File: src/rtl/square_wave_channel_assert.svh
// Assertion macros shared by the square-wave channel RTL.
// Each use expects i_clk and i_rst_n in the enclosing module.
`ifndef SQUARE_WAVE_CHANNEL_ASSERT_SVH
`define SQUARE_WAVE_CHANNEL_ASSERT_SVH

// The consequent must hold in the same cycle as the antecedent.
`define SQCH_ASSERT_NOW(label, ante, cons, msg) \
    label: assert property (@(posedge i_clk) disable iff (!i_rst_n) (ante) |-> (cons)) \
        else $error(msg);

// The consequent must hold in the cycle after the antecedent.
`define SQCH_ASSERT_NEXT(label, ante, cons, msg) \
    label: assert property (@(posedge i_clk) disable iff (!i_rst_n) (ante) |=> (cons)) \
        else $error(msg);

`endif

File: src/rtl/sqch_pkg.sv
// Types, codes and constants for the square-wave channel.
// No dependencies; imported by every module of the block.
package sqch_pkg;

    localparam int unsigned DUTY_COUNT = 4;
    localparam int unsigned CFG_IDX_W  = 3;
    localparam int unsigned CFG_DATA_W = 8;

    typedef enum logic [2:0] {
        ACT_REG_WRITE = 3'd0,
        ACT_TIMER     = 3'd1,
        ACT_QUARTER   = 3'd2,
        ACT_HALF      = 3'd3,
        ACT_ENABLE    = 3'd4
    } t_action;

    typedef enum logic [1:0] {
        REG_CTRL      = 2'd0,
        REG_SWEEP     = 2'd1,
        REG_PERIOD_LO = 2'd2,
        REG_PERIOD_HI = 2'd3
    } t_reg;

    typedef enum logic [CFG_IDX_W-1:0] {
        CFG_DUTY_0  = 3'd0,
        CFG_DUTY_1  = 3'd1,
        CFG_DUTY_2  = 3'd2,
        CFG_DUTY_3  = 3'd3,
        CFG_NEGATE  = 3'd4
    } t_cfg_idx;

    localparam logic [7:0]  DUTY_0_RESET  = 8'h40;
    localparam logic [7:0]  DUTY_1_RESET  = 8'h60;
    localparam logic [7:0]  DUTY_2_RESET  = 8'h78;
    localparam logic [7:0]  DUTY_3_RESET  = 8'h9F;
    localparam logic [7:0]  WAVE_RESET    = 8'hF0;
    localparam logic [10:0] PERIOD_MIN    = 11'd8;
    localparam logic [3:0]  FULL_DECAY    = 4'd15;

    localparam logic [7:0] LEN_TABLE [32] = '{
        8'd10,  8'd254, 8'd20,  8'd2,   8'd40,  8'd4,   8'd80,  8'd6,
        8'd160, 8'd8,   8'd60,  8'd10,  8'd14,  8'd12,  8'd26,  8'd14,
        8'd12,  8'd16,  8'd24,  8'd18,  8'd48,  8'd20,  8'd96,  8'd22,
        8'd192, 8'd24,  8'd72,  8'd26,  8'd16,  8'd28,  8'd32,  8'd30
    };

    typedef struct packed {
        t_action    action;
        t_reg       reg_index;
        logic [7:0] data_byte;
    } t_item;

    typedef struct packed {
        logic [DUTY_COUNT-1:0][7:0] duty;
        logic                       negate_ones;
    } t_cfg;

    typedef struct packed {
        logic [10:0] period;
        logic [10:0] countdown;
        logic [7:0]  wave_shift;
        logic [1:0]  duty_select;
        logic [7:0]  length_left;
        logic        length_halt;
        logic        fixed_volume_mode;
        logic [3:0]  volume_or_rate;
        logic        envelope_start;
        logic [3:0]  decay_level;
        logic [3:0]  envelope_count;
        logic        sweep_on;
        logic [2:0]  sweep_rate;
        logic        sweep_down;
        logic [2:0]  sweep_amount;
        logic [2:0]  sweep_count;
        logic        sweep_restart;
        logic        channel_on;
    } t_state;

    localparam t_state STATE_RESET = '{
        wave_shift:        WAVE_RESET,
        fixed_volume_mode: 1'b1,
        default:           '0
    };

endpackage

File: src/rtl/square_wave_channel.sv
//  Channel   Direction  Handshake                 Beat contents
//  in        to block   i_in_valid / o_in_stall    action, reg_index, data_byte
//  out       from block o_out_valid / i_out_stall  level
//  cfg       to block   i_cfg_we                   i_cfg_index, i_cfg_data
//
// One beat is accepted per cycle unless o_in_stall; its level passes input and result registers.
// The rate is set by the single state-update pass between the input and result registers.
// Reset is synchronous and active low; no clearing pass is needed.
// An output stall holds the result register and then the input register, which raises o_in_stall.
//
// Top level of the square-wave channel; depends on sqch_pkg, sqch_cfg, sqch_core
// and square_wave_channel_assert.svh.
module square_wave_channel (
    input  logic                             i_clk,
    input  logic                             i_rst_n,
    input  logic                             i_in_valid,
    output logic                             o_in_stall,
    input  logic [2:0]                       i_in_action,
    input  logic [1:0]                       i_in_reg_index,
    input  logic [7:0]                       i_in_data_byte,
    output logic                             o_out_valid,
    input  logic                             i_out_stall,
    output logic [3:0]                       o_out_level,
    input  logic                             i_cfg_we,
    input  logic [sqch_pkg::CFG_IDX_W-1:0]   i_cfg_index,
    input  logic [sqch_pkg::CFG_DATA_W-1:0]  i_cfg_data
);
    import sqch_pkg::*;

    `include "square_wave_channel_assert.svh"

    t_cfg       cfg;
    t_item      r_item;
    logic       r_in_valid;
    logic       n_in_valid;
    logic       r_out_valid;
    logic       n_out_valid;
    logic [3:0] r_level;
    logic [3:0] level;
    logic       out_blocked;
    logic       in_accept;
    logic       advance;

    assign out_blocked = r_out_valid && i_out_stall;
    assign o_in_stall  = r_in_valid && out_blocked;
    assign in_accept   = i_in_valid && !o_in_stall;
    assign advance     = r_in_valid && !out_blocked;
    assign n_in_valid  = in_accept || (r_in_valid && out_blocked);
    assign n_out_valid = advance || out_blocked;

    sqch_cfg u_cfg (
        .i_clk       (i_clk),
        .i_rst_n     (i_rst_n),
        .i_cfg_we    (i_cfg_we),
        .i_cfg_index (i_cfg_index),
        .i_cfg_data  (i_cfg_data),
        .o_cfg       (cfg)
    );

    sqch_core u_core (
        .i_clk   (i_clk),
        .i_rst_n (i_rst_n),
        .i_step  (advance),
        .i_item  (r_item),
        .i_cfg   (cfg),
        .o_level (level)
    );

    always_ff @(posedge i_clk) begin
        if (!i_rst_n) begin
            r_in_valid  <= 1'b0;
            r_out_valid <= 1'b0;
        end else begin
            r_in_valid  <= n_in_valid;
            r_out_valid <= n_out_valid;
        end
    end

    always_ff @(posedge i_clk) begin
        if (in_accept) begin
            r_item.action    <= t_action'(i_in_action);
            r_item.reg_index <= t_reg'(i_in_reg_index);
            r_item.data_byte <= i_in_data_byte;
        end
        if (advance) begin
            r_level <= level;
        end
    end

    assign o_out_valid = r_out_valid;
    assign o_out_level = r_level;

    // An accepted beat always occupies the input register in the next cycle.
    `SQCH_ASSERT_NEXT(a_accept_held, in_accept, r_in_valid, "accepted beat lost from input register")
    // A beat that leaves the input register always produces a result beat.
    `SQCH_ASSERT_NEXT(a_advance_result, advance, r_out_valid, "state update without result beat")

endmodule

File: src/rtl/sqch_cfg.sv
// Configuration registers of the square-wave channel: duty patterns and negate mode.
// Depends on sqch_pkg.
module sqch_cfg (
    input  logic                             i_clk,
    input  logic                             i_rst_n,
    input  logic                             i_cfg_we,
    input  logic [sqch_pkg::CFG_IDX_W-1:0]   i_cfg_index,
    input  logic [sqch_pkg::CFG_DATA_W-1:0]  i_cfg_data,
    output sqch_pkg::t_cfg                   o_cfg
);
    import sqch_pkg::*;

    t_cfg r_cfg;

    always_ff @(posedge i_clk) begin
        if (!i_rst_n) begin
            r_cfg.duty[0]     <= DUTY_0_RESET;
            r_cfg.duty[1]     <= DUTY_1_RESET;
            r_cfg.duty[2]     <= DUTY_2_RESET;
            r_cfg.duty[3]     <= DUTY_3_RESET;
            r_cfg.negate_ones <= 1'b1;
        end else if (i_cfg_we) begin
            case (t_cfg_idx'(i_cfg_index))
                CFG_DUTY_0: r_cfg.duty[0]     <= i_cfg_data;
                CFG_DUTY_1: r_cfg.duty[1]     <= i_cfg_data;
                CFG_DUTY_2: r_cfg.duty[2]     <= i_cfg_data;
                CFG_DUTY_3: r_cfg.duty[3]     <= i_cfg_data;
                CFG_NEGATE: r_cfg.negate_ones <= i_cfg_data[0];
                default: begin
                end
            endcase
        end
    end

    assign o_cfg = r_cfg;

endmodule

File: src/rtl/sqch_core.sv
// Channel state and its single-pass update: register writes, timer, envelope, length, sweep, enable, level.
// Depends on sqch_pkg and square_wave_channel_assert.svh.
module sqch_core (
    input  logic            i_clk,
    input  logic            i_rst_n,
    input  logic            i_step,
    input  sqch_pkg::t_item i_item,
    input  sqch_pkg::t_cfg  i_cfg,
    output logic [3:0]      o_level
);
    import sqch_pkg::*;

    `include "square_wave_channel_assert.svh"

    t_state      r_state;
    t_state      n_state;
    logic [11:0] cur_target;
    logic [11:0] nxt_target;
    logic        cur_mute;
    logic        nxt_mute;
    logic [1:0]  duty_sel;
    logic [7:0]  duty_bits;
    logic [7:0]  v;

    function automatic logic [11:0] sweep_target(input logic [10:0] p,
                                                 input logic [2:0]  amount,
                                                 input logic        down,
                                                 input logic        neg_ones);
        logic [11:0] change;
        logic [11:0] sub;
        change = {1'b0, p >> amount};
        if (down) begin
            sub = change + {11'd0, neg_ones};
            sweep_target = (sub > {1'b0, p}) ? 12'd0 : ({1'b0, p} - sub);
        end else begin
            sweep_target = {1'b0, p} + change;
        end
    endfunction

    assign v = i_item.data_byte;
    assign cur_target = sweep_target(r_state.period, r_state.sweep_amount,
                                     r_state.sweep_down, i_cfg.negate_ones);
    assign cur_mute   = (r_state.period < PERIOD_MIN) || cur_target[11];

    assign duty_sel  = (i_item.reg_index == REG_CTRL) ? v[7:6] : r_state.duty_select;
    assign duty_bits = i_cfg.duty[duty_sel];

    always_comb begin
        n_state = r_state;
        case (i_item.action)
            ACT_REG_WRITE: begin
                case (i_item.reg_index)
                    REG_CTRL: begin
                        n_state.duty_select       = v[7:6];
                        n_state.wave_shift        = duty_bits;
                        n_state.length_halt       = v[5];
                        n_state.fixed_volume_mode = v[4];
                        n_state.volume_or_rate    = v[3:0];
                    end
                    REG_SWEEP: begin
                        n_state.sweep_on      = v[7];
                        n_state.sweep_rate    = v[6:4];
                        n_state.sweep_down    = v[3];
                        n_state.sweep_amount  = v[2:0];
                        n_state.sweep_restart = 1'b1;
                    end
                    REG_PERIOD_LO: begin
                        n_state.period = {r_state.period[10:8], v};
                    end
                    REG_PERIOD_HI: begin
                        n_state.period = {v[2:0], r_state.period[7:0]};
                        if (r_state.channel_on) begin
                            n_state.length_left = LEN_TABLE[v[7:3]];
                        end
                        n_state.envelope_start = 1'b1;
                        n_state.countdown      = {v[2:0], r_state.period[7:0]};
                        n_state.wave_shift     = duty_bits;
                    end
                    default: begin
                    end
                endcase
            end
            ACT_TIMER: begin
                if (r_state.countdown == 11'd0) begin
                    n_state.countdown  = r_state.period;
                    n_state.wave_shift = {r_state.wave_shift[6:0], r_state.wave_shift[7]};
                end else begin
                    n_state.countdown = r_state.countdown - 11'd1;
                end
            end
            ACT_QUARTER: begin
                if (r_state.envelope_start) begin
                    n_state.envelope_start = 1'b0;
                    n_state.decay_level    = FULL_DECAY;
                    n_state.envelope_count = r_state.volume_or_rate;
                end else if (r_state.envelope_count == 4'd0) begin
                    n_state.envelope_count = r_state.volume_or_rate;
                    if (r_state.decay_level != 4'd0) begin
                        n_state.decay_level = r_state.decay_level - 4'd1;
                    end else if (r_state.length_halt) begin
                        n_state.decay_level = FULL_DECAY;
                    end
                end else begin
                    n_state.envelope_count = r_state.envelope_count - 4'd1;
                end
            end
            ACT_HALF: begin
                if (r_state.length_left != 8'd0 && !r_state.length_halt) begin
                    n_state.length_left = r_state.length_left - 8'd1;
                end
                if (r_state.sweep_count == 3'd0 && r_state.sweep_on &&
                    r_state.sweep_amount != 3'd0 && !cur_mute) begin
                    n_state.period = cur_target[10:0];
                end
                if (r_state.sweep_count == 3'd0 || r_state.sweep_restart) begin
                    n_state.sweep_count   = r_state.sweep_rate;
                    n_state.sweep_restart = 1'b0;
                end else begin
                    n_state.sweep_count = r_state.sweep_count - 3'd1;
                end
            end
            ACT_ENABLE: begin
                n_state.channel_on = v[0];
                if (!v[0]) begin
                    n_state.length_left = 8'd0;
                end
            end
            default: begin
            end
        endcase
    end

    assign nxt_target = sweep_target(n_state.period, n_state.sweep_amount,
                                     n_state.sweep_down, i_cfg.negate_ones);
    assign nxt_mute   = (n_state.period < PERIOD_MIN) || nxt_target[11];

    always_comb begin
        if (nxt_mute || n_state.length_left == 8'd0 || !n_state.channel_on ||
            !n_state.wave_shift[7]) begin
            o_level = 4'd0;
        end else if (n_state.fixed_volume_mode) begin
            o_level = n_state.volume_or_rate;
        end else begin
            o_level = n_state.decay_level;
        end
    end

    always_ff @(posedge i_clk) begin
        if (!i_rst_n) begin
            r_state <= STATE_RESET;
        end else if (i_step) begin
            r_state <= n_state;
        end
    end

    // A disabled channel never holds a nonzero length count.
    `SQCH_ASSERT_NOW(a_off_no_length, !r_state.channel_on, r_state.length_left == 8'd0, "length count nonzero while channel disabled")
    // A period-high write always arms the envelope restart.
    `SQCH_ASSERT_NEXT(a_env_armed, i_step && i_item.action == ACT_REG_WRITE && i_item.reg_index == REG_PERIOD_HI, r_state.envelope_start, "envelope restart not armed after period-high write")

endmodule
File: config.mk
export PLATFORM = sky130hd
export DESIGN_NAME = square_wave_channel
export DESIGN_NICKNAME = d
export VERILOG_FILES = /design/src/rtl/sqch_pkg.sv /design/src/rtl/square_wave_channel.sv /design/src/rtl/sqch_cfg.sv /design/src/rtl/sqch_core.sv
export VERILOG_INCLUDE_DIRS = /design/src /design/src/rtl
export SDC_FILE = /design/constraint.sdc
export NUM_CORES = 1
export LEC_CHECK = 0
export ABC_CLOCK_PERIOD_IN_PS = 9400
export BUFFER_PORTS_ARGS = -buffer_cell sky130_fd_sc_hd__clkbuf_2
export CORE_MARGIN = 1.5
export CORE_UTILIZATION = 45
export CTS_CLUSTER_SIZE = 14
export DETAILED_ROUTE_END_ITERATION = 10
export PLACE_DENSITY = 0.73
export SYNTH_ARGS = -nofsm -noshare
export SYNTH_HDL_FRONTEND = slang
export SYNTH_SLANG_ARGS = --single-unit
File: constraint.sdc
create_clock -name i_clk -period 9.4 [get_ports i_clk]
set_clock_uncertainty 0.1 [all_clocks]
set_input_delay 1.41 -clock i_clk [delete_from_list [all_inputs] [get_ports i_clk]]
set_output_delay 1.41 -clock i_clk [all_outputs]
set_load 0.005 [all_outputs]
# Word level (Yosys, flattened, before mapping)
# Memory sizes are Yosys's and may differ from the RTL's.
# Index checks and enable logic that the tools add are counted.
op_classes:
  addsub: 11
  magnitude_cmp: 6
  eq_ne: 16
  n_shift: 2
  mux: 40
  n_bitwise: 1
  reduce_logical: 50
ops:
  columns: ["cell", "n"]
  rows:
  - ["$mux 8", 11]
  - ["$mux 12", 4]
  - ["$pmux 11 s2", 2]
  - ["$pmux 19 s2", 1]
  - ["$mux 11", 3]
  - ["$mux 4", 7]
  - ["$add 11x1->12", 2]
  - ["$add 11x11->12", 2]
  - ["$gt 12x11->1", 2]
  - ["$pmux 8 s3", 1]
  - ["$sub 11x12->12", 2]
  - ["$lt 11x4->1 const B", 2]
  - ["$shr 11x3->11", 2]
  - ["$bmux 8 s2", 1]
  - ["$reduce_and 2->1", 8]
  - ["$eq 3x2->1 const B", 4]
  - ["$reduce_and 3->1", 4]
  - ["$logic_not 11->1", 1]
  - ["$sub 11x1->11 const B", 1]
  - ["$mux 5", 2]
  - ["$logic_not 3->1", 3]
  - ["$logic_and 1x1->1", 8]
  - ["$logic_not 8->1", 1]
  - ["$logic_or 1x1->1", 8]
  - ["other kinds (25)", 44]
totals:
  reg_bits: 120
  romBits: 256
  output_inout_bits: 6
  wordCells: 157
  n_memories: 1
mem_list:
  columns: ["memory", "depth", "width", "read_ports", "rd_ports_with_merged_regs", "write_ports", "line_no", "source"]
  rows:
  - ["(no name shown)", 32, 8, 1, 0, 0, "sqch_core.sv:73", "n_state.length_left = LEN_TABLE[v[7:3]];"]

# Depth between registers and ports, before layout
# Gate-level depths: netlist of run 1.
depth:
  word_depth: 19
  ltp_mapped: 33

# Cells and area by module
# From an unflattened synthesis of run 1, not the netlist that was laid out.
hier_totals:
  cells_unflattened: 1147
  hier_area_um2: 9251.4
modules_own_cells:
  columns: ["module", "instances", "cells_per_inst", "area_per_inst_um2", "seq_area_each_um2"]
  rows:
  - ["sqch_core", 1, 990, 7304.5, 1361.3]
  - ["sqch_cfg", 1, 132, 1352.5, 660.6]
  - ["square_wave_channel", 1, 25, 594.3, 550.5]

# Least setup slack after synthesis of run 1
# No wires, ideal clock.
synth_path:
  path_type: "register to register"
  startpoint: "reg u_core.r_state[5] (netlist bit)"
  endpoint: "reg r_level[0] (netlist: o_out_level[0]), data pin"
  setup_time_ps: 255
  arrival_ps: 6224
  t_required_ps: 9045
  path_slack_ps: 2820
  stages_incl_launch_ff: 29
  path_buffers: 4
  period_less_slack_ps: 6580
  cell_sequence: "dfxtp_1 buf_4 buf_6 clkbuf_1 mux4_2 nand2_1 o21ai_0 ha_1 ha_1 nand3_1 xnor2_1 ha_1 buf_2 and2_1 o21a_1 o311ai_0 a211oi_1 a211oi_4 nor2_2 a311o_4 o21ai_4 a2bb2oi_2 inv_1 ha_1 nand4_1 or3_1 a211o_1 a31o_2 and3_1"
synth_lines:
  columns: ["item", "line_no", "source"]
  rows:
  - ["start, declared", "sqch_core.sv:15", "t_state r_state;"]
  - ["start signal, assigned", "sqch_core.sv:152", "r_state <= n_state;"]
  - ["end signal, assigned", "square_wave_channel.sv:86", "r_level <= level;"]
  - ["end, declared", "square_wave_channel.sv:38", "logic [3:0] r_level;"]

# Worst setup path in the final report of run 1
layout_path:
  startpoint: "reg u_core.r_state[64] (netlist bit)"
  endpoint: "reg r_level[0] (netlist: o_out_level[0]), data pin"
layout_via:
  elab_chain_len: 19
layout_lines:
  columns: ["item", "line_no", "source"]
  rows:
  - ["$shr 11x3->11", "sqch_core.sv:31", "change = {1'b0, p >> amount};"]
  - ["$add 11x1->12", "sqch_core.sv:33", "sub = change + {11'd0, neg_ones};"]
  - ["$sub 11x12->12 / $gt 12x11->1 (equally long branches)", "sqch_core.sv:34", "sweep_target = (sub > {1'b0, p}) ? 12'd0 : ({1'b0, p} - sub);"]
  - ["$mux 12", "sqch_core.sv:34", null]
  - ["$mux 12", "sqch_core.sv:32", "if (down) begin"]
  - ["$logic_or 1x1->1", "sqch_core.sv:43", "assign cur_mute = (r_state.period < PERIOD_MIN) || cur_target[11];"]
  - ["$logic_not 1->1", "sqch_core.sv:112", "r_state.sweep_amount != 3'd0 && !cur_mute) begin"]
  - ["$logic_and 1x1->1", "sqch_core.sv:112", null]
  - ["$mux 11", "sqch_core.sv:111", "if (r_state.sweep_count == 3'd0 && r_state.sweep_on &&"]
  - ["$pmux 11 s2 *", "sqch_core.sv:50", "case (i_item.action)"]
  - ["$shr 11x3->11", "sqch_core.sv:31", null]
  - ["$add 11x1->12", "sqch_core.sv:33", null]
  - ["$sub 11x12->12 / $gt 12x11->1 (equally long branches)", "sqch_core.sv:34", null]
  - ["$mux 12", "sqch_core.sv:34", null]
  - ["$mux 12", "sqch_core.sv:32", null]
  - ["$logic_or 1x1->1 *", "sqch_core.sv:135", "assign nxt_mute = (n_state.period < PERIOD_MIN) || nxt_target[11];"]
  - ["$logic_or 1x1->1 * (3 in series)", "sqch_core.sv:138", "if (nxt_mute || n_state.length_left == 8'd0 || !n_state.channel_on ||"]
# Mark *: on every way between the ends. The rest lies on a longest branch, timed or not.
# A chain may end at the register's enable or synchronous reset.

==> results.md, run 1 <==
- Status: finished clean
- Worst R2R Start: u_core.r_state[64]
- R2R Setup Slk: 1.82 ns
- DR WL/cell: 18.6 um
- Cts hold-fix bufs: 0
- Highest clock rate: 132 MHz
- H-tree Lvls: 4
- Final Total Pwr: 1.37 mW
- CTS tree: yes
- Worst setup path endpoint: o_out_level[0]
- Post-synth EDFFs: 17
- Leak: 4.14 nW
- Die Wd: 149 um
- R2R Path End: o_out_level[0]
- Startpoint Class: flip-flop
- RSZ-0062 raised after global routing: no
- Critical Path Max Stage Delay: 0.86 ns
- Slew margin rel.: 0.277
- Global-route wire length before repair: 46.2 mm
- Most instantiated cells after synthesis: nand2_1, nor2_1, a21oi_1, dfxtp_1, o21ai_0
- Area of placed instances: 0.00992 mm^2
- Row count: 53
- TritonRoute pass-1 iters: 7
- Netlist cell types: 86
- I/O Buffers: 34
- Post-Route WL: 29.2 mm
- CP arrival: 7.65 ns
- Post-route ant nets: 0
- Clk_lat worst skew: 0.42 ns
- Starting Density: 0.458
- Pwr dens: 131 mW/mm^2
- Prevailing post-synth register cell: dfxtp_1
- Asr flop ratio synth: 0
- Drt drc: 0
- Vias in the first global route: 8771
- Post-CTS setup buffer count: 0
- Crit path required time: 9.47 ns
- Cell taking the most area after synthesis: dfxtp_1
- Top-count cell post-synth: nand2_1
- Number of CTS-inserted buffers: 17
- Worst-path fanout max: 20
- Sequential share of the synthesized area: 0.267
- Worst R2R Path Depth: 26
- Via density: 6.27
- Slew @ Worst Pin: 1.08 ns
- Num Clock Sinks: 120
- Final Max Tran Viols: 0
- Post-CTS Resized: 0
- Crit-path slowest cell: dfxtp_1
- Finished Core Util: 0.498
- Area growth syn-to-layout: 8.73%
- Kind of critical path: flip-flop to flip-flop
- I/O pins: 35
- Yosys top cell area share: 0.214
- Worst setup path startpoint: u_core.r_state[64]
- Setup TNS Final: 0 ns
- Initial DRC Count: 971
- Clk pin slew, worst setup/hold paths: 0.05 ns
- Gr ovfl total: 0
- Core Region: 0.0210 mm^2
- HPWL Detailed: 20.5 mm
- Top delay family on crit path: compound AO/OA/AOI/OAI gates
- Max_cap viols: 0
- Cell area after layout: 0.0105 mm^2
- Final hold vios: 0
- Maximum VDD drop: 149 uV
- Layout cells sized above 1: 0.0961
- Vias: 9816
- Setup violators final: 0
- GPL Wtd Cong: 0.965
- Hold Path Class: flip-flop to flip-flop
- Diode count: 0
- Synth area leaders: dfxtp_1, nand2_1, ha_1
- Syn. warnings: 0
- Most frequent CP cell: ha_1
- Syn Nets: 1376
- Tot GR Track Use: 0.262
- Largest net degree at the start of global routing: 80
- Cell depth of the worst setup path: 26
- Die ar.: 0.0223 mm^2
- Yosys reg bits: 120
- Syn Inst Count: 1296
- Clk root buf: clkbuf_16
- Buffer and inverter count on the worst path: 0
- CP endpoint kind: flip-flop
- Period Utilization, post-route: 0.806
- CTS max path bufs: 2
- Initial antenna violation count: 0
- Crit path time final: 7.58 ns
- Avg Cell Area, Syn: 7.43 um^2
- Height of the die: 149 um
- Nets: 1359
- Mapped cell area: 0.00963 mm^2
## worst reg2reg max path: stages (launching register included)
cell      delay, ns
dfxtp_1        0.86
mux2i_1        0.19
nand2_1        0.13
o21ai_0        0.13
o21ai_0        0.28
ha_1           0.24
ha_1           0.21
nand3_1        0.13
nor3_1         0.37
nand3_1        0.15
xnor2_1        0.15
nand2_1        0.08
ha_1           0.36
and3_1         0.23
o311ai_0       0.23
a211oi_1       0.80
a21o_1         0.32
nand2_1        0.24
a31o_1         0.31
a211oi_1       0.36
a311oi_4       0.08
ha_1           0.32
nand4_1        0.09
or3_1          0.35
a211o_1        0.24
a31o_2         0.25
and3_1         0.14
## per-layer routing
| layer | vias to the layer above | GRT usage | share of wire |
|---|---|---|---|
| li1 | 4742 | - | - |
| met1 | 4593 | 0.362 | 0.45 |
| met2 | 427 | 0.407 | 0.45 |
| met3 | 54 | 0.0498 | 0.081 |
| met4 | 0 | 0.0876 | 0.020 |
| met5 | - | 0 | 0 |
## power breakdown
group	switching, mW	internal (mW)
combinational	0.127	0.0747
sequential	0.0253	0.536
clock	0.231	0.379
total	0.383	0.990
## per-stage QoR
step	hold WS (ns)	setup slack, ns	instances
3_3_place_gp	0.341	2.07	1535
5_1_grt	0.378	1.20	1565
3_5_place_dp	0.348	1.88	1535
4_1_cts	0.355	1.88	1565
6_report	0.355	1.82	1565
2_1_floorplan	0.333	2.82	1296
## registers in the layout, indices dropped and copies added (netlist names)
name,flops
o_out_level,4
o_out_valid,1
r_in_valid,1
r_item,13
u_cfg.o_cfg,33
u_core.r_state,68
## kinds of logic (layout without fill, tap and decap cells)
group,after synthesis,count (layout),share of synthesized area
and+or+nand+nor,512,512,0.239
muxes,41,41,0.0606
DFF,120,120,0.267
buffers and inverters,135,129,0.0556
AOI/OAI and AO/OA,413,413,0.288
xor gates and xnor gates,24,24,0.0218
adders and majority gates,51,51,0.0678
## layout make-up
| class | count | area (um^2) |
|---|---|---|
| clock buffers | 25 | 518 |
| clock inverters | 5 | 35.0 |
| fillers | 2043 | 10600 |
| inverters | 50 | 188 |
| multi-input cells | 1041 | 6530 |
| flip-flops and latches | 120 | 2570 |
| well taps | 275 | 344 |
| repair buffers | 49 | 283 |
## worst min path at each step
stage	start	endpoint	slack [ns]	depth (start not counted)
final	u_cfg.o_cfg[4]	u_cfg.o_cfg[4]	0.36	2
after CTS	u_cfg.o_cfg[4]	u_cfg.o_cfg[4]	0.36	2
after floorplan	u_cfg.o_cfg[10]	u_cfg.o_cfg[10]	0.33	2
after global placement	u_cfg.o_cfg[8]	u_cfg.o_cfg[8]	0.34	2
after global routing	u_cfg.o_cfg[24]	u_cfg.o_cfg[24]	0.38	2
after detailed placement	u_cfg.o_cfg[3]	u_cfg.o_cfg[3]	0.35	2
## cell usage in the layout, fill, tap and decap left out, types with 15 or more instances in the layout
cell type	count
nor2_1	127
nor3_1	27
a22oi_1	15
inv_1	49
ha_1	49
dfxtp_1	103
nand2_1	208
nand3_1	52
clkbuf_2	34
a211oi_1	28
clkbuf_16	19
xnor2_1	16
buf_4	15
a21oi_1	121
o21ai_0	80
edfxtp_1	17
o211ai_1	17
a31oi_1	18
mux2i_1	19
Power figures use the tool's default switching activity.
==> inputs of run 2 (changes only) <==
--- a/config.mk
+++ b/config.mk
@@ -6,7 +6,7 @@
 export SDC_FILE = /design/constraint.sdc
 export NUM_CORES = 1
 export LEC_CHECK = 0
-export ABC_CLOCK_PERIOD_IN_PS = 9400
+export ABC_CLOCK_PERIOD_IN_PS = 7500
 export BUFFER_PORTS_ARGS = -buffer_cell sky130_fd_sc_hd__clkbuf_2
 export CORE_MARGIN = 1.5
 export CORE_UTILIZATION = 45
==> constraint.sdc (replaced) <==
create_clock -name i_clk -period 7.5 [get_ports i_clk]
set_clock_uncertainty 0.1 [all_clocks]
set_input_delay 1.125 -clock i_clk [delete_from_list [all_inputs] [get_ports i_clk]]
set_output_delay 1.125 -clock i_clk [all_outputs]
set_load 0.005 [all_outputs]
==> run 2 against run 1 <==
Setup slack got worse by 1.2 ns. Total power increased by 31%. Largest cell class unchanged. Critical path type unchanged. Combinational power increased by 27%.
==> results.md, run 2 (synthesis gave the netlist of run 1 again) <==
- Hold WS: 0.350 ns (-0.00463 ns)
- Period Utilization, post-route: 0.918 (+0.112)
- Post-CTS Resized: 0 (unchanged)
- DR WL/cell: 18.4 um (-1.4%)
- Vias in the first global route: 8880 (+1.2%)
- TritonRoute pass-1 iters: 8 (+1)
- Maximum VDD drop: 237 uV (+59%)
- H-tree Lvls: 4 (unchanged)
- Row count: 53 (unchanged)
- Most frequent CP cell: ha_1
- Final Total Pwr: 1.79 mW (+31%)
- Diode count: 0 (unchanged)
- Slew @ Worst Pin: 1.10 ns (+0.0175 ns)
- Crit path required time: 7.57 ns (-1.90 ns)
- CTS max path bufs: 2 (unchanged)
- Initial antenna violation count: 0 (unchanged)
- # placed instances: 1544 (+0.59%)
- Post-route ant nets: 0 (unchanged)
- Final hold vios: 0 (unchanged)
- Final Max Tran Viols: 0 (unchanged)
- Number of CTS-inserted buffers: 17 (unchanged)
- Startpoint Class: flip-flop
- Hold path depth: 2 (unchanged)
- I/O Buffers: 34 (unchanged)
- Setup violators final: 0 (unchanged)
- CTS tree: yes
- I/O pins: 35 (unchanged)
- Status: finished clean
- Setup TNS Final: 0 ns (unchanged)
- Cell area after layout: 0.0106 mm^2 (+1.2%)
- Vias: 9952 (+1.4%)
- Final setup margin: 0.615 ns (-1.21 ns)
- Critical Path Max Stage Delay: 0.57 ns (-0.29 ns)
- Top delay family on crit path: compound AO/OA/AOI/OAI gates
- Fin cells: 1576 (+0.70%)
- Hold wc startpoint: u_cfg.o_cfg[8]
- Height of the die: 149 um (unchanged)
- Post-Route WL: 28.9 mm (-0.72%)
- Drt drc: 0 (unchanged)
- Biggest register: u_core.r_state
- Kind of critical path: flip-flop to flip-flop
- Slew margin rel.: 0.262 (-0.0157)
- Highest clock rate: 145 MHz (+10%)
- Pre-CTS WS: 0.720 ns (-1.16 ns)
- CP endpoint kind: flip-flop
- Core Region: 0.0210 mm^2 (unchanged)
- GPL Wtd Cong: 0.977 (+1.3%)
- Fillers: 1997 (-2.3%)
- Area of placed instances: 0.00998 mm^2 (+0.68%)
- Crit path time final: 6.89 ns (-0.692 ns)
- Initial DRC Count: 1142 (+18%)
- Area growth syn-to-layout: 10.1%
- R2R Setup Slk: 0.61 ns (-1.21 ns)
- Clk_lat worst skew: 0.42 ns (about the same)
- Nets: 1368 (+0.66%)
- Max_cap viols: 0 (unchanged)
- HPWL Detailed: 20.8 mm (+1.2%)
- Pwr dens: 169 mW/mm^2 (+29%)
- Clk root buf: clkbuf_16
- Finished Core Util: 0.504 (+0.00613)
- Via density: 6.31 (+0.68%)
- Buffer and inverter count on the worst path: 3 (+3)
- Hold Path Class: flip-flop to flip-flop
- Commonest non-fill, non-tap cell in the layout: nand2_1
- Num Clock Sinks: 120 (unchanged)
- Hold Path End: u_cfg.o_cfg[8]
- Die ar.: 0.0223 mm^2 (unchanged)
- Largest register FFs: 68 (unchanged)
- Tot GR Track Use: 0.260 (-0.00202)
- Worst-path fanout max: 12 (-40%)
- Global-route wire length before repair: 45.9 mm (-0.61%)
- CP arrival: 6.96 ns (-0.69 ns)
- Starting Density: 0.458 (unchanged)
- Clk pin slew, worst setup/hold paths: 0.06 ns (about the same)
- Post-CTS setup buffer count: 0 (unchanged)
- Leak: 4.22 nW (+2.0%)
- Largest net degree at the start of global routing: 80 (unchanged)
- Crit-path slowest cell: dfxtp_1
- RSZ-0062 raised after global routing: no
- Gr ovfl total: 0 (unchanged)
- R2R Path End: o_out_level[2]
- Worst R2R Start: u_core.r_state[6]
- Worst R2R Path Depth: 26 (unchanged)
- Commonest cells after routing, fill and taps aside: nand2_1, nor2_1, a21oi_1
- Die Wd: 149 um (unchanged)
- Layout cells sized above 1: 0.107 (+0.0107)
- Cts hold-fix bufs: 0 (unchanged)
run 2: cell types whose count changed in the layout (fill, tap and decap cells not counted), sizes merged:
cell	before	now
buf	15	24
bufinv	0	2
clkbuf	59	56
clkinv	2	4
clkinvlp	2	3
run 2: layout make-up:
type | count | area (um^2) | area share
sequential | 120 | 2570 | 0.243
clock inverter | 10 | 115 | 0.0109
inverter | 50 | 188 | 0.0177
multi-input combinational | 1041 | 6530 | 0.616
clock buffer | 22 | 499 | 0.0471
tap | 275 | 344 | 0.0325
timing repair buffer | 58 | 350 | 0.0331
run 2: layer usage:
layer	track usage	part of all wire	wire [um]
met4	0.126	0.039	1140
met1	0.356	0.43	12500
met3	0.0425	0.091	2630
met5	0	0	0
met2	0.396	0.44	12700
run 2: where the power goes:
part	leakage (nW)	switching, mW	internal, mW
clock network	0.297	0.297	0.538
registers	1.00	0.0300	0.672
logic	2.92	0.160	0.0955
total	4.22	0.487	1.31
run 2: worst reg2reg max path, cell delays in order (launching register included):
cell and delay (ns):
dfxtp_1 0.57, mux2i_1 0.36, inv_1 0.06, o21ai_0 0.24, o21ai_0 0.16, ha_1 0.24, ha_1 0.22, nand3_1 0.11
xnor2_1 0.15, ha_1 0.35, and2_1 0.24, o21a_1 0.20, o311ai_0 0.52, a211oi_1 0.18, buf_4 0.20, a211oi_4 0.36
nor2_2 0.13, a311o_4 0.47, o21ai_4 0.21, a2bb2oi_2 0.14, inv_1 0.06, ha_1 0.29, nand4_1 0.11, or3_1 0.35
a211o_1 0.23, a31o_2 0.25, and3_1 0.15
run 2: how the worst max path moves through the flow:
stage	from	end	slack, ns	depth (start not counted)
global placement	u_core.r_state[6]	o_out_level[3]	0.90	26
finish	u_core.r_state[6]	o_out_level[2]	0.61	26
CTS	u_core.r_state[6]	o_out_level[2]	0.71	26
floorplan	u_core.r_state[5]	o_out_level[0]	0.92	28
detailed placement	u_core.r_state[6]	o_out_level[2]	0.72	26
global route	u_core.r_state[6]	o_out_level[2]	0.24	26
==> inputs of run 3 (changes only) <==
--- a/config.mk
+++ b/config.mk
@@ -6,6 +6,7 @@
 export SDC_FILE = /design/constraint.sdc
 export NUM_CORES = 1
 export LEC_CHECK = 0
+export ABC_AREA = 1
 export ABC_CLOCK_PERIOD_IN_PS = 7500
 export BUFFER_PORTS_ARGS = -buffer_cell sky130_fd_sc_hd__clkbuf_2
 export CORE_MARGIN = 1.5
==> run 3 against run 2 <==
Final cell count rose by 6.9%. Clock power fell by 2%. Total power rose by 5.8%. Area after synthesis fell by 4.9%. Hold slack improved by 0.0019 ns. Wire length fell by 9.8%. Clock-buffer cell count did not move. First-iteration DRC count fell by 14%. Setup slack improved by 0.89 ns. Critical path type unchanged. Largest power group unchanged.
==> results.md, run 3 <==
- Status: finished clean
- RSZ-0062 raised after global routing: no
- Syn Nets: 1471 (+6.9%)
- Most frequent CP cell: nand2_1
- Avg Cell Area, Syn: 6.58 um^2 (-11%)
- Drt drc: 0 (unchanged)
- Row count: 51 (-3.8%)
- Die ar.: 0.0212 mm^2 (-4.8%)
- Die Wd: 146 um (-2.4%)
- Synth area leaders: dfxtp_1, nand2_1, nand3_1
- CTS max path bufs: 2 (unchanged)
- Hold WS: 0.352 ns (+0.00188 ns)
- Commonest cells after routing, fill and taps aside: nand2_1, inv_1, nor2_1
- Nets: 1488 (+8.8%)
- Hold Path Class: flip-flop to flip-flop
- Post-CTS setup buffer count: 0 (unchanged)
- Clk_lat worst skew: 0.42 ns (about the same)
- Netlist cell types: 56 (-35%)
- Setup TNS Final: 0 ns (unchanged)
- Diode count: 0 (unchanged)
- Slew @ Worst Pin: 1.16 ns (+0.0638 ns)
- I/O pins: 35 (unchanged)
- Mapped cell area: 0.00916 mm^2 (-4.9%)
- Area growth syn-to-layout: 10.5%
- Max_cap viols: 0 (unchanged)
- Largest register FFs: 68 (unchanged)
- Worst-path fanout max: 14 (+2)
- Post-CTS Resized: 0 (unchanged)
- Crit path time final: 5.99 ns (-0.895 ns)
- Sequential share of the synthesized area: 0.281 (+0.0138)
- Clk root buf: clkbuf_16
- Final setup margin: 1.51 ns (+0.895 ns)
- Cts hold-fix bufs: 0 (unchanged)
- Setup violators final: 0 (unchanged)
- Prevailing post-synth register cell: dfxtp_1
- Gr ovfl total: 0 (unchanged)
- Leak: 4.75 nW (+13%)
- Top delay family on crit path: simple AND/OR/NAND/NOR gates
- Yosys reg bits: 120 (unchanged)
- Layout cells sized above 1: 0.104 (-0.00262)
- TritonRoute pass-1 iters: 5 (-3)
- Critical Path Max Stage Delay: 0.46 ns (-0.11 ns)
- Tot GR Track Use: 0.246 (-0.0142)
- Crit-path slowest cell: dfxtp_1
- Num Clock Sinks: 120 (unchanged)
- CTS tree: yes
- Commonest non-fill, non-tap cell in the layout: nand2_1
- Post-Route WL: 26.1 mm (-9.8%)
- Initial DRC Count: 986 (-14%)
- Syn. warnings: 0 (unchanged)
- Final hold vios: 0 (unchanged)
- Biggest register: u_core.r_state
- Asr flop ratio synth: 0 (unchanged)
- Period Utilization, post-route: 0.799 (-0.119)
- Vias: 9483 (-4.7%)
- GPL Wtd Cong: 0.960 (-1.8%)
- Number of CTS-inserted buffers: 17 (unchanged)
- Via density: 5.63 (-11%)
- Startpoint Class: flip-flop
- Post-synth EDFFs: 17 (unchanged)
- Top-count cell post-synth: nand2_1
- Clk pin slew, worst setup/hold paths: 0.05 ns (about the same)
- Buffer and inverter count on the worst path: 2 (-1)
- Yosys top cell area share: 0.225 (+0.0110)
- Cell taking the most area after synthesis: dfxtp_1
- Fin cells: 1685 (+6.9%)
- CP endpoint kind: flip-flop
- Slew margin rel.: 0.222 (-0.0400)
- Syn Inst Count: 1391 (+7.3%)
- Vias in the first global route: 8725 (-1.7%)
- Largest net degree at the start of global routing: 66 (-18%)
- Crit path required time: 7.68 ns (+0.11 ns)
- Height of the die: 146 um (-2.4%)
- Maximum VDD drop: 144 uV (-39%)
- Most instantiated cells after synthesis: nand2_1, inv_1, nor2_1, nand3_1, o21ai_0
- Pwr dens: 187 mW/mm^2 (+11%)
- Finished Core Util: 0.513 (+0.00904)
- HPWL Detailed: 19.0 mm (-8.3%)
- Pre-CTS WS: 1.64 ns (+0.922 ns)
- Highest clock rate: 167 MHz (+15%)
- H-tree Lvls: 4 (unchanged)
- Post-route ant nets: 0 (unchanged)
- DR WL/cell: 15.5 um (-16%)
- Core Region: 0.0197 mm^2 (-6.2%)
- Initial antenna violation count: 0 (unchanged)
- Global-route wire length before repair: 42.6 mm (-7.1%)
- # placed instances: 1654 (+7.1%)
- Final Max Tran Viols: 0 (unchanged)
- Starting Density: 0.464 (+0.00637)
- I/O Buffers: 34 (unchanged)
- CP arrival: 6.17 ns (-0.79 ns)
- Kind of critical path: flip-flop to flip-flop
## run 3: worst register-to-register path, delay by kind of cell, from the launching register on
kind	cells	cell delay, ns
AO/OA/AOI/OAI	6	1.01
adder cells (fa/ha/maj)	4	1.04
buffers and inverters	2	0.36
flip-flops	1	0.46
AND/OR/NAND/NOR	29	2.90
## run 3: kinds of logic after synthesis
family                   count (synthesis)  synth area share
XOR/XNOR                                20            0.0191
AND/OR/NAND/NOR                        667             0.335
AO/OA/AOI/OAI                          317             0.200
adder cells (fa/ha/maj)                 51            0.0713
flip-flops                             120             0.281
buffers and inverters                  216            0.0932
## run 3: area by class of cell
| class | count | area (um^2) |
|---|---|---|
| clock inverters | 9 | 116 |
| multi-input cells | 1055 | 5740 |
| well taps | 265 | 332 |
| inverters | 169 | 634 |
| clock buffers | 22 | 475 |
| fillers | 1945 | 9600 |
| flip-flops and latches | 120 | 2570 |
| repair buffers | 45 | 253 |
## run 3: final timing paths
kind,start,end,slack [ns],depth (start not counted)
worst min-delay path,u_cfg.o_cfg[23],u_cfg.o_cfg[23],0.35,2
worst min register to register,u_cfg.o_cfg[23],u_cfg.o_cfg[23],0.35,2
worst max-delay path,u_core.r_state[5],o_out_level[3],1.51,41
worst max register to register,u_core.r_state[5],o_out_level[3],1.51,41
## run 3: per-layer routing
metal / wire (um) / vias up / track usage
met2: 12100 / 363 / 0.408
met4: 749 / 0 / 0.100
met3: 1750 / 59 / 0.0486
met5: 0 / - / 0
li1: - / 4738 / -
met1: 11500 / 4323 / 0.311
## run 3: where the power goes
part	leakage (nW)	internal, mW	total [mW]	switching [mW]
logic	3.46	0.122	0.374	0.252
clock network	0.286	0.518	0.816	0.298
registers	1.00	0.678	0.707	0.0294
total	4.75	1.32	1.90	0.579
## run 3: stage by stage
step           power, mW  instance area (um^2)
6_report            1.90                 10100
5_1_grt             1.99                 10100
4_1_cts             1.90                 10100
3_5_place_dp        1.09                  9530
3_3_place_gp        1.08                  9530
2_1_floorplan      0.987                  9160
